<file path="src/hdl/ymdt_pkg.sv">
package ymdt_pkg;

    localparam int LENGTH_W = 8;
    localparam int CHAR_W   = 8;
    localparam int NUM_CHARS = 10;
    localparam int DAY_W    = 23;
    localparam int STATUS_W = 3;

    localparam int YEAR_W   = 14;
    localparam int TWO_DIGIT_W = 7;
    localparam int YY_W     = YEAR_W + 1;
    localparam int ERA_W    = 6;
    localparam int DOY_W    = 9;
    localparam int YOE_W    = 9;
    localparam int DOE_W    = 18;
    localparam int SUM_W    = 25;

    localparam logic [LENGTH_W-1:0] DATE_LENGTH = 8'd10;
    localparam logic [CHAR_W-1:0]   CHAR_DASH   = 8'h2D;
    localparam logic [CHAR_W-1:0]   CHAR_ZERO   = 8'h30;
    localparam logic [CHAR_W-1:0]   CHAR_NINE   = 8'h39;

    localparam int EPOCH_SHIFT   = 719468;
    localparam int ERA_DAYS      = 146097;
    localparam int ERA_YEARS     = 400;
    localparam int DAYS_PER_YEAR = 365;

    // floor(x / 400) for x < 10000 as (x * 5243) >> 21
    localparam int ERA_RECIP       = 5243;
    localparam int ERA_RECIP_SHIFT = 21;
    localparam int ERA_PROD_W      = 27;
    // floor(x / 100) for x < 400 as (x * 41) >> 12
    localparam int CENT_RECIP       = 41;
    localparam int CENT_RECIP_SHIFT = 12;
    localparam int CENT_PROD_W      = 15;

    typedef enum logic [STATUS_W-1:0] {
        ST_OK        = 3'd0,
        ST_LENGTH    = 3'd1,
        ST_SEPARATOR = 3'd2,
        ST_DIGIT     = 3'd3,
        ST_MONTH     = 3'd4,
        ST_DAY       = 3'd5
    } status_t;

    typedef struct packed {
        status_t                 status;
        logic [YEAR_W-1:0]       year;
        logic [TWO_DIGIT_W-1:0]  month;
        logic [TWO_DIGIT_W-1:0]  day;
        logic                    leap;
    } parse_t;

    function automatic logic [4:0] month_days(input logic [3:0] month, input logic leap);
        logic [4:0] len;
        case (month)
            4'd1, 4'd3, 4'd5, 4'd7, 4'd8, 4'd10, 4'd12: len = 5'd31;
            4'd4, 4'd6, 4'd9, 4'd11:                     len = 5'd30;
            4'd2:                                        len = leap ? 5'd29 : 5'd28;
            default:                                     len = 5'd0;
        endcase
        return len;
    endfunction

    // day of a march-based year on which the month starts
    function automatic logic [DOY_W-1:0] month_start(input logic [3:0] month);
        logic [DOY_W-1:0] start;
        case (month)
            4'd3:    start = 9'd0;
            4'd4:    start = 9'd31;
            4'd5:    start = 9'd61;
            4'd6:    start = 9'd92;
            4'd7:    start = 9'd122;
            4'd8:    start = 9'd153;
            4'd9:    start = 9'd184;
            4'd10:   start = 9'd214;
            4'd11:   start = 9'd245;
            4'd12:   start = 9'd275;
            4'd1:    start = 9'd306;
            4'd2:    start = 9'd337;
            default: start = 9'd0;
        endcase
        return start;
    endfunction

endpackage

</file>
<file path="src/hdl/ymdt_in_if.sv">
interface ymdt_in_if;
    import ymdt_pkg::*;

    logic                valid;
    logic                ready;
    logic [LENGTH_W-1:0] text_length;
    logic [CHAR_W-1:0]   char_0;
    logic [CHAR_W-1:0]   char_1;
    logic [CHAR_W-1:0]   char_2;
    logic [CHAR_W-1:0]   char_3;
    logic [CHAR_W-1:0]   char_4;
    logic [CHAR_W-1:0]   char_5;
    logic [CHAR_W-1:0]   char_6;
    logic [CHAR_W-1:0]   char_7;
    logic [CHAR_W-1:0]   char_8;
    logic [CHAR_W-1:0]   char_9;

    modport source (
        output valid, text_length, char_0, char_1, char_2, char_3, char_4,
               char_5, char_6, char_7, char_8, char_9,
        input  ready
    );

    modport sink (
        input  valid, text_length, char_0, char_1, char_2, char_3, char_4,
               char_5, char_6, char_7, char_8, char_9,
        output ready
    );
endinterface

</file>
<file path="src/hdl/ymdt_out_if.sv">
interface ymdt_out_if;
    import ymdt_pkg::*;

    logic                    valid;
    logic                    ready;
    logic signed [DAY_W-1:0] day_number;
    logic [STATUS_W-1:0]     status;

    modport source (
        output valid, day_number, status,
        input  ready
    );

    modport sink (
        input  valid, day_number, status,
        output ready
    );
endinterface

</file>
<file path="src/hdl/ymdt_parse.sv">
module ymdt_parse (
    input  logic [ymdt_pkg::LENGTH_W-1:0]                       text_length,
    input  logic [ymdt_pkg::NUM_CHARS-1:0][ymdt_pkg::CHAR_W-1:0] chars,
    output ymdt_pkg::parse_t                                    parsed
);
    import ymdt_pkg::*;

    // positions that must hold digits
    localparam logic [NUM_CHARS-1:0] DIGIT_POS = 10'b11_0110_1111;

    logic [NUM_CHARS-1:0]      is_digit;
    logic [NUM_CHARS-1:0][3:0] dig;
    logic                      sep_ok;
    logic                      digits_ok;
    logic [4:0]                lo_mod;
    logic [4:0]                hi_mod;
    logic                      lo_zero;

    always_comb
    begin
        for (int i = 0; i < NUM_CHARS; i++)
        begin
            is_digit[i] = (chars[i] >= CHAR_ZERO) && (chars[i] <= CHAR_NINE);
            dig[i]      = chars[i][3:0];
        end
    end

    assign sep_ok    = (chars[4] == CHAR_DASH) && (chars[7] == CHAR_DASH);
    assign digits_ok = &(is_digit | ~DIGIT_POS);

    // divisibility by 4 of a two-digit number ab: 2a + b mod 4
    assign lo_mod  = {dig[2], 1'b0} + {1'b0, dig[3]};
    assign hi_mod  = {dig[0], 1'b0} + {1'b0, dig[1]};
    assign lo_zero = (dig[2] == 4'd0) && (dig[3] == 4'd0);

    always_comb
    begin
        if (text_length != DATE_LENGTH)
            parsed.status = ST_LENGTH;
        else if (!sep_ok)
            parsed.status = ST_SEPARATOR;
        else if (!digits_ok)
            parsed.status = ST_DIGIT;
        else
            parsed.status = ST_OK;

        parsed.year  = YEAR_W'(dig[0]) * YEAR_W'(1000) + YEAR_W'(dig[1]) * YEAR_W'(100)
                     + YEAR_W'(dig[2]) * YEAR_W'(10) + YEAR_W'(dig[3]);
        parsed.month = TWO_DIGIT_W'(dig[5]) * TWO_DIGIT_W'(10) + TWO_DIGIT_W'(dig[6]);
        parsed.day   = TWO_DIGIT_W'(dig[8]) * TWO_DIGIT_W'(10) + TWO_DIGIT_W'(dig[9]);
        parsed.leap  = lo_zero ? (hi_mod[1:0] == 2'd0) : (lo_mod[1:0] == 2'd0);
    end
endmodule

</file>
<file path="src/hdl/ymd_text_to_day_number_core.sv">
// date text to day number converter
//
// text channel: one beat carries a "YYYY-MM-DD" string as ten character
// bytes plus its length. result channel: one beat per text beat, in order,
// with the day count since 1970-01-01 and a status (ok, bad length, bad
// separator, non-digit, bad month, bad day); day_number is zero unless ok.
//
// five register stages: parse and digit check, calendar check and era
// split, year-of-era, day-of-era, final sum into the output register.
// result valid is driven by the stage 5 output register;
// throughput is one beat per cycle, limited only by the result side.
//
// each stage carries a valid bit and loads when it is empty or when the
// stage after it moves, so a stalled result holds the pipe in place
// without dropping or repeating beats; text.ready falls only once all
// five stages are full and result.ready is low.
// reset (rst_n low) clears all valid bits; payload registers are not reset.
module ymd_text_to_day_number_core (
    input  logic              clk,
    input  logic              rst_n,
    ymdt_in_if.sink           text,
    ymdt_out_if.source        result
);
    import ymdt_pkg::*;

    // stage load enables, back to front
    logic en1, en2, en3, en4, en5;

    // stage 1: parse
    logic [NUM_CHARS-1:0][CHAR_W-1:0] chars;
    parse_t s1_next;
    parse_t s1_reg;
    logic   s1_valid_reg;

    // stage 2: calendar check, era
    status_t                  s2_status_next, s2_status_reg;
    logic signed [YY_W-1:0]   s2_yy_next, s2_yy_reg;
    logic signed [ERA_W-1:0]  s2_era_next, s2_era_reg;
    logic [DOY_W-1:0]         s2_doy_next, s2_doy_reg;
    logic                     s2_valid_reg;
    logic                     month_bad;
    logic                     day_bad;
    logic                     year_back;
    logic [4:0]               month_len;
    logic [ERA_PROD_W-1:0]    era_prod;

    // stage 3: year of era
    logic [YOE_W-1:0]         s3_yoe_next, s3_yoe_reg;
    logic signed [ERA_W-1:0]  s3_era_reg;
    logic [DOY_W-1:0]         s3_doy_reg;
    status_t                  s3_status_reg;
    logic                     s3_valid_reg;

    // stage 4: day of era
    logic [DOE_W-1:0]         s4_doe_next, s4_doe_reg;
    logic [CENT_PROD_W-1:0]   cent_prod;
    logic signed [ERA_W-1:0]  s4_era_reg;
    status_t                  s4_status_reg;
    logic                     s4_valid_reg;

    // stage 5: output register
    logic signed [SUM_W-1:0]  days_sum;
    logic signed [DAY_W-1:0]  s5_days_next, s5_days_reg;
    status_t                  s5_status_reg;
    logic                     s5_valid_reg;

    // handshake chain
    assign en5 = !s5_valid_reg || result.ready;
    assign en4 = !s4_valid_reg || en5;
    assign en3 = !s3_valid_reg || en4;
    assign en2 = !s2_valid_reg || en3;
    assign en1 = !s1_valid_reg || en2;

    assign text.ready        = en1;
    assign result.valid      = s5_valid_reg;
    assign result.day_number = s5_days_reg;
    assign result.status     = s5_status_reg;

    always_ff @(posedge clk or negedge rst_n)
    begin
        if (!rst_n)
        begin
            s1_valid_reg <= 1'b0;
            s2_valid_reg <= 1'b0;
            s3_valid_reg <= 1'b0;
            s4_valid_reg <= 1'b0;
            s5_valid_reg <= 1'b0;
        end
        else
        begin
            if (en1) s1_valid_reg <= text.valid;
            if (en2) s2_valid_reg <= s1_valid_reg;
            if (en3) s3_valid_reg <= s2_valid_reg;
            if (en4) s4_valid_reg <= s3_valid_reg;
            if (en5) s5_valid_reg <= s4_valid_reg;
        end
    end

    // stage 1: length, separators, digits, field values
    assign chars = {text.char_9, text.char_8, text.char_7, text.char_6, text.char_5,
                    text.char_4, text.char_3, text.char_2, text.char_1, text.char_0};

    ymdt_parse u_parse (
        .text_length (text.text_length),
        .chars       (chars),
        .parsed      (s1_next)
    );

    always_ff @(posedge clk)
    begin
        if (en1)
            s1_reg <= s1_next;
    end

    // stage 2: month and day range, shift to a march-based year, era
    always_comb
    begin
        month_bad = (s1_reg.month == '0) || (s1_reg.month > TWO_DIGIT_W'(12));
        month_len = month_days(s1_reg.month[3:0], s1_reg.leap);
        day_bad   = (s1_reg.day == '0) || (s1_reg.day > TWO_DIGIT_W'(month_len));

        if (s1_reg.status != ST_OK)
            s2_status_next = s1_reg.status;
        else if (month_bad)
            s2_status_next = ST_MONTH;
        else if (day_bad)
            s2_status_next = ST_DAY;
        else
            s2_status_next = ST_OK;

        // january and february belong to the previous march-based year
        year_back  = s1_reg.month <= TWO_DIGIT_W'(2);
        s2_yy_next = $signed({1'b0, s1_reg.year} - {{YEAR_W{1'b0}}, year_back});

        era_prod    = ERA_PROD_W'(s2_yy_next[YEAR_W-1:0]) * ERA_PROD_W'(ERA_RECIP);
        s2_era_next = s2_yy_next[YY_W-1] ? '1
                                         : $signed(era_prod[ERA_RECIP_SHIFT +: ERA_W]);

        s2_doy_next = month_start(s1_reg.month[3:0]) + DOY_W'(s1_reg.day) - DOY_W'(1);
    end

    always_ff @(posedge clk)
    begin
        if (en2)
        begin
            s2_status_reg <= s2_status_next;
            s2_yy_reg     <= s2_yy_next;
            s2_era_reg    <= s2_era_next;
            s2_doy_reg    <= s2_doy_next;
        end
    end

    // stage 3: year within the 400-year era
    assign s3_yoe_next = YOE_W'(s2_yy_reg - YY_W'(s2_era_reg) * YY_W'(ERA_YEARS));

    always_ff @(posedge clk)
    begin
        if (en3)
        begin
            s3_yoe_reg    <= s3_yoe_next;
            s3_era_reg    <= s2_era_reg;
            s3_doy_reg    <= s2_doy_reg;
            s3_status_reg <= s2_status_reg;
        end
    end

    // stage 4: day within the era
    assign cent_prod   = CENT_PROD_W'(s3_yoe_reg) * CENT_PROD_W'(CENT_RECIP);
    assign s4_doe_next = DOE_W'(s3_yoe_reg) * DOE_W'(DAYS_PER_YEAR)
                       + DOE_W'(s3_yoe_reg >> 2)
                       - DOE_W'(cent_prod >> CENT_RECIP_SHIFT)
                       + DOE_W'(s3_doy_reg);

    always_ff @(posedge clk)
    begin
        if (en4)
        begin
            s4_doe_reg    <= s4_doe_next;
            s4_era_reg    <= s3_era_reg;
            s4_status_reg <= s3_status_reg;
        end
    end

    // stage 5: rebase to 1970-01-01, zero on any rejection
    assign days_sum     = SUM_W'(s4_era_reg) * SUM_W'(ERA_DAYS)
                        + $signed({{(SUM_W-DOE_W){1'b0}}, s4_doe_reg})
                        - SUM_W'(EPOCH_SHIFT);
    assign s5_days_next = (s4_status_reg == ST_OK) ? days_sum[DAY_W-1:0] : '0;

    always_ff @(posedge clk)
    begin
        if (en5)
        begin
            s5_days_reg   <= s5_days_next;
            s5_status_reg <= s4_status_reg;
        end
    end
endmodule
</file>
<file path="src/flat_wrapper.sv">
// flat-port wrapper written by rule: the top's interface ports become plain ports
module ymd_text_to_day_number_core_flat import ymdt_pkg::*;
  (clk, rst_n, text_valid, text_text_length, text_char_0, text_char_1, text_char_2, text_char_3, text_char_4, text_char_5, text_char_6, text_char_7, text_char_8, text_char_9, text_ready, result_valid, result_day_number, result_status, result_ready);
  ymdt_in_if text_i ();
  ymdt_out_if result_i ();
  input  logic clk;
  input  logic rst_n;
  input wire logic [$bits(text_i.valid)-1:0] text_valid;
  input wire logic [$bits(text_i.text_length)-1:0] text_text_length;
  input wire logic [$bits(text_i.char_0)-1:0] text_char_0;
  input wire logic [$bits(text_i.char_1)-1:0] text_char_1;
  input wire logic [$bits(text_i.char_2)-1:0] text_char_2;
  input wire logic [$bits(text_i.char_3)-1:0] text_char_3;
  input wire logic [$bits(text_i.char_4)-1:0] text_char_4;
  input wire logic [$bits(text_i.char_5)-1:0] text_char_5;
  input wire logic [$bits(text_i.char_6)-1:0] text_char_6;
  input wire logic [$bits(text_i.char_7)-1:0] text_char_7;
  input wire logic [$bits(text_i.char_8)-1:0] text_char_8;
  input wire logic [$bits(text_i.char_9)-1:0] text_char_9;
  output wire logic [$bits(text_i.ready)-1:0] text_ready;
  output wire logic [$bits(result_i.valid)-1:0] result_valid;
  output wire logic [$bits(result_i.day_number)-1:0] result_day_number;
  output wire logic [$bits(result_i.status)-1:0] result_status;
  input wire logic [$bits(result_i.ready)-1:0] result_ready;
  assign text_i.valid = text_valid;
  assign text_i.text_length = text_text_length;
  assign text_i.char_0 = text_char_0;
  assign text_i.char_1 = text_char_1;
  assign text_i.char_2 = text_char_2;
  assign text_i.char_3 = text_char_3;
  assign text_i.char_4 = text_char_4;
  assign text_i.char_5 = text_char_5;
  assign text_i.char_6 = text_char_6;
  assign text_i.char_7 = text_char_7;
  assign text_i.char_8 = text_char_8;
  assign text_i.char_9 = text_char_9;
  assign text_ready = text_i.ready;
  assign result_valid = result_i.valid;
  assign result_day_number = result_i.day_number;
  assign result_status = result_i.status;
  assign result_i.ready = result_ready;
  ymd_text_to_day_number_core u_core (.clk(clk), .rst_n(rst_n), .text(text_i), .result(result_i));
endmodule
</file>
<file path="config.mk">
export PLATFORM = sky130hd
export DESIGN_NAME = ymd_text_to_day_number_core_flat
export DESIGN_NICKNAME = d
export VERILOG_FILES = /design/src/hdl/ymdt_pkg.sv /design/src/hdl/ymdt_in_if.sv /design/src/hdl/ymdt_out_if.sv /design/src/hdl/ymdt_parse.sv /design/src/hdl/ymd_text_to_day_number_core.sv /design/src/flat_wrapper.sv
export SDC_FILE = /design/constraint.sdc
export NUM_CORES = 1
export LEC_CHECK = 0
export BUFFER_PORTS_ARGS = -buffer_cell sky130_fd_sc_hd__buf_2
export CORE_MARGIN = 8
export CORE_UTILIZATION = 30
export DETAILED_ROUTE_END_ITERATION = 16
export MAX_ROUTING_LAYER = met4
export PLACE_DENSITY = 0.56
export RECOVER_POWER = 50
export SKIP_LAST_GASP = 1
export SYNTH_ARGS = -nofsm -noshare
export SYNTH_HDL_FRONTEND = slang
export SYNTH_SLANG_ARGS = --single-unit
export TNS_END_PERCENT = 10
</file>
<file path="constraint.sdc">
create_clock -name clk -period 10.6 [get_ports clk]
set_input_delay 0.53 -clock clk [delete_from_list [all_inputs] [get_ports clk]]
set_output_delay 0.53 -clock clk [all_outputs]
set_load 0.005 [all_outputs]
</file>
==> out/results.ini <==
[logic_synthesis]
yosys_warnings = 0
synthTopCellsByArea = ha_1, edfxtp_1, fa_1
ys_ff_latch = 152
synth_top_area_cell = ha_1
mappedNetlistNets = 2209
syn_area_per_cell_sq_um = 10.8
syn_area_sq_um = 17200
synthCells = 1592
async_flop_share_pct = 3.29
synth_top_area_share_pct = 25.8
yosysSeqAreaShare_pct = 25.9
yosysMostFrequentCell = inv_1
synthTopCellsByCount = inv_1, ha_1, fa_1
synth_edf_count = 138
ys_types = 69
synth_ff_type = edfxtp_1

[timing]
slew_headroom_pct = -39.4
clock_skew_ns = 0.0112
period_needed_ns = 7.73
grt_setup_unrepaired = no
hold_ws_ns = 0.262
min_period_over_period_pct = 72.9
tns_ns = 0
fin_ws_ns = 2.87
setup_viol = 0
slew_viol_final = 95
fmax_mhz = 129
finalHoldViolCount = 0
worst_slew_pin_slew_ns = 2.09

[clock_tree]
htreeDepth = 4
cts_resized = 0
insertion_delay_ns = 0.44
clock-sinks = 152
tritoncts = built
cts-root-buf = clkbuf_16
cts_made_buffers = 17
cts_buffer_depth = 2
clkTransAtPathRegs_ns = 0.07

[global_routing]
grt_first_pass_wirelength_mm = 57.8
grtUsageTotal_pct = 11.0
grt_max_degree = 38
antenna_found_initial = 1
grt_pass1_vias = 12053
overflow = 0

[floorplanning]
dieArea_sq_um = 65200
die_w_um = 255
num_rows = 87
initial_core_util_pct = 30.4
io_pins = 120
die_h_um = 255
core_area_sq_um = 56500

[job]
cap_violations = 3

[layout]
drive_gt1_share_pct = 7.80
fin_nets = 2348
area.sequential_sq_um = 4450
multi_input_area_sq_um = 11400
final_cells = 2501
areaGrowthSynthToFinish_pct = 12.4
nFillCells = 5607
largest_register_ffs = 31

[critical_path]
cp-start-kind = flip-flop
arrival_ns = 7.92
cp-end-kind = flip-flop
crit_fanout = 5
critical_path_class = flip-flop to flip-flop
required_ns = 10.79

[placed_design]
dp_hpwl_mm = 29.6
numPortBuffers = 119
gp_congestion = 0.865
pre_cts_ws_ns = 2.80
dp.cells = 2467

[drt]
ant_nets = 0
routed_wirelength_mm = 34.1
drt_pass1_iterations = 4
route.detailed.drc = 0
routed_via_density = 4.43
vias = 11067
avgRoutedWirePerCell_um = 13.6
first_iter_violations = 385

[outcome]
violations = max-capacitance violations, max-slew violations
status = finished with violations

[worst_hold_path]
hold_path_class = input pin to flip-flop

==> final timing paths <==
| kind | start | end | slack [ns] | cells after the start |
|---|---|---|---|---|
| worst min-delay path | text_char_9[0] | u_core.s1_reg[1] | 0.26 | 1 |
| worst max register to register | u_core.s1_reg[12] | u_core.s2_era_reg[4] | 2.87 | 25 |
| worst min register to register | u_core.s3_era_reg[0] | u_core.s4_era_reg[0] | 0.42 | 0 |
| max in group asynchronous | rst_n | u_core.s1_valid_reg | 9.83 | 2 |
| min in group asynchronous | rst_n | u_core.s4_valid_reg | 0.53 | 2 |
| worst max-delay path | u_core.s1_reg[12] | u_core.s2_era_reg[4] | 2.87 | 25 |
==> worst max-delay path: stages, from the launching register on <==
cell and delay, ns:
edfxtp_1 0.35, or3_1 0.42, a2111oi_0 0.47, ha_1 0.29
ha_1 0.22, nand2_1 0.13, nor3_1 0.39, nor3b_1 0.28
xor2_1 0.48, inv_1 0.27, fa_1 0.55, inv_1 0.04
ha_1 0.29, fa_1 0.46, fa_1 0.54, inv_1 0.05
fa_1 0.53, inv_1 0.04, ha_1 0.33, a21oi_1 0.16
nor2_1 0.05, nor3_1 0.27, o2111ai_1 0.25, a41oi_1 0.36
o21bai_1 0.13, mux2i_1 0.12
==> kinds of logic (layout without fill, tap and decap cells) <==
kind of cell    Yosys count  count (layout)  synth area share, %
other cells               0               1                    0
compound gates          218             218                 8.16
fa+ha+maj               525             525                 45.7
mux                      11              11                0.844
xor+xnor                 90              90                 4.63
buf+inv                 370             522                 8.08
flops                   152             152                 25.9
simple gates            226             226                 6.72
==> cell type report <==
class	instances	area share [%]
antenna	1	0.0129
clock buffer	17	2.20
clock inverter	15	0.984
inverter	365	7.09
multi-input combinational	1070	58.7
sequential	152	23.0
tap	756	4.89
timing repair buffer	125	3.06
==> layout by cell type (no fill, tap or decap), types with 7 or more instances in the layout <==
master	n
inv_1	364
ha_1	354
fa_1	171
edfxtp_1	138
buf_2	86
xnor2_1	64
a21oi_1	63
nor2_1	53
nand2_1	49
o21ai_0	44
clkbuf_1	36
a21o_1	29
nor3_1	25
xor2_1	25
nand3_1	20
clkbuf_16	17
nor2b_1	13
nand4_1	11
a211oi_1	11
o21bai_1	10
o21a_1	10
dfxtp_1	9
nor4_1	8
nand2b_1	8
a31oi_1	7
==> stage by stage <==
stage / cell area (sq um) / utilization [%]
6_report: 19300 / 34.2
4_1_cts: 19400 / 34.3
3_3_place_gp: 18800 / 33.2
5_1_grt: 19300 / 34.2
3_5_place_dp: 18800 / 33.2
2_1_floorplan: 17200 / -
==> metal layers <==
layer / global-route usage (%) / share of wire [%] / vias up
met3: 1.86 / 2.7 / 37
met2: 19.2 / 49 / 167
met5: - / 0 / -
met4: 2.86 / 1.6 / 0
li1: - / - / 5624
met1: 13.0 / 47 / 5239
==> timing repair <==
action	4_1_cts	5_1_grt
hold buffers	1	0
buffers inserted	0	0
endpoints found under the hold margin	5	0
Power is left out: the tool's default activity adds up to more than one toggle a clock period on the data nets, which glitch-free logic cannot reach.
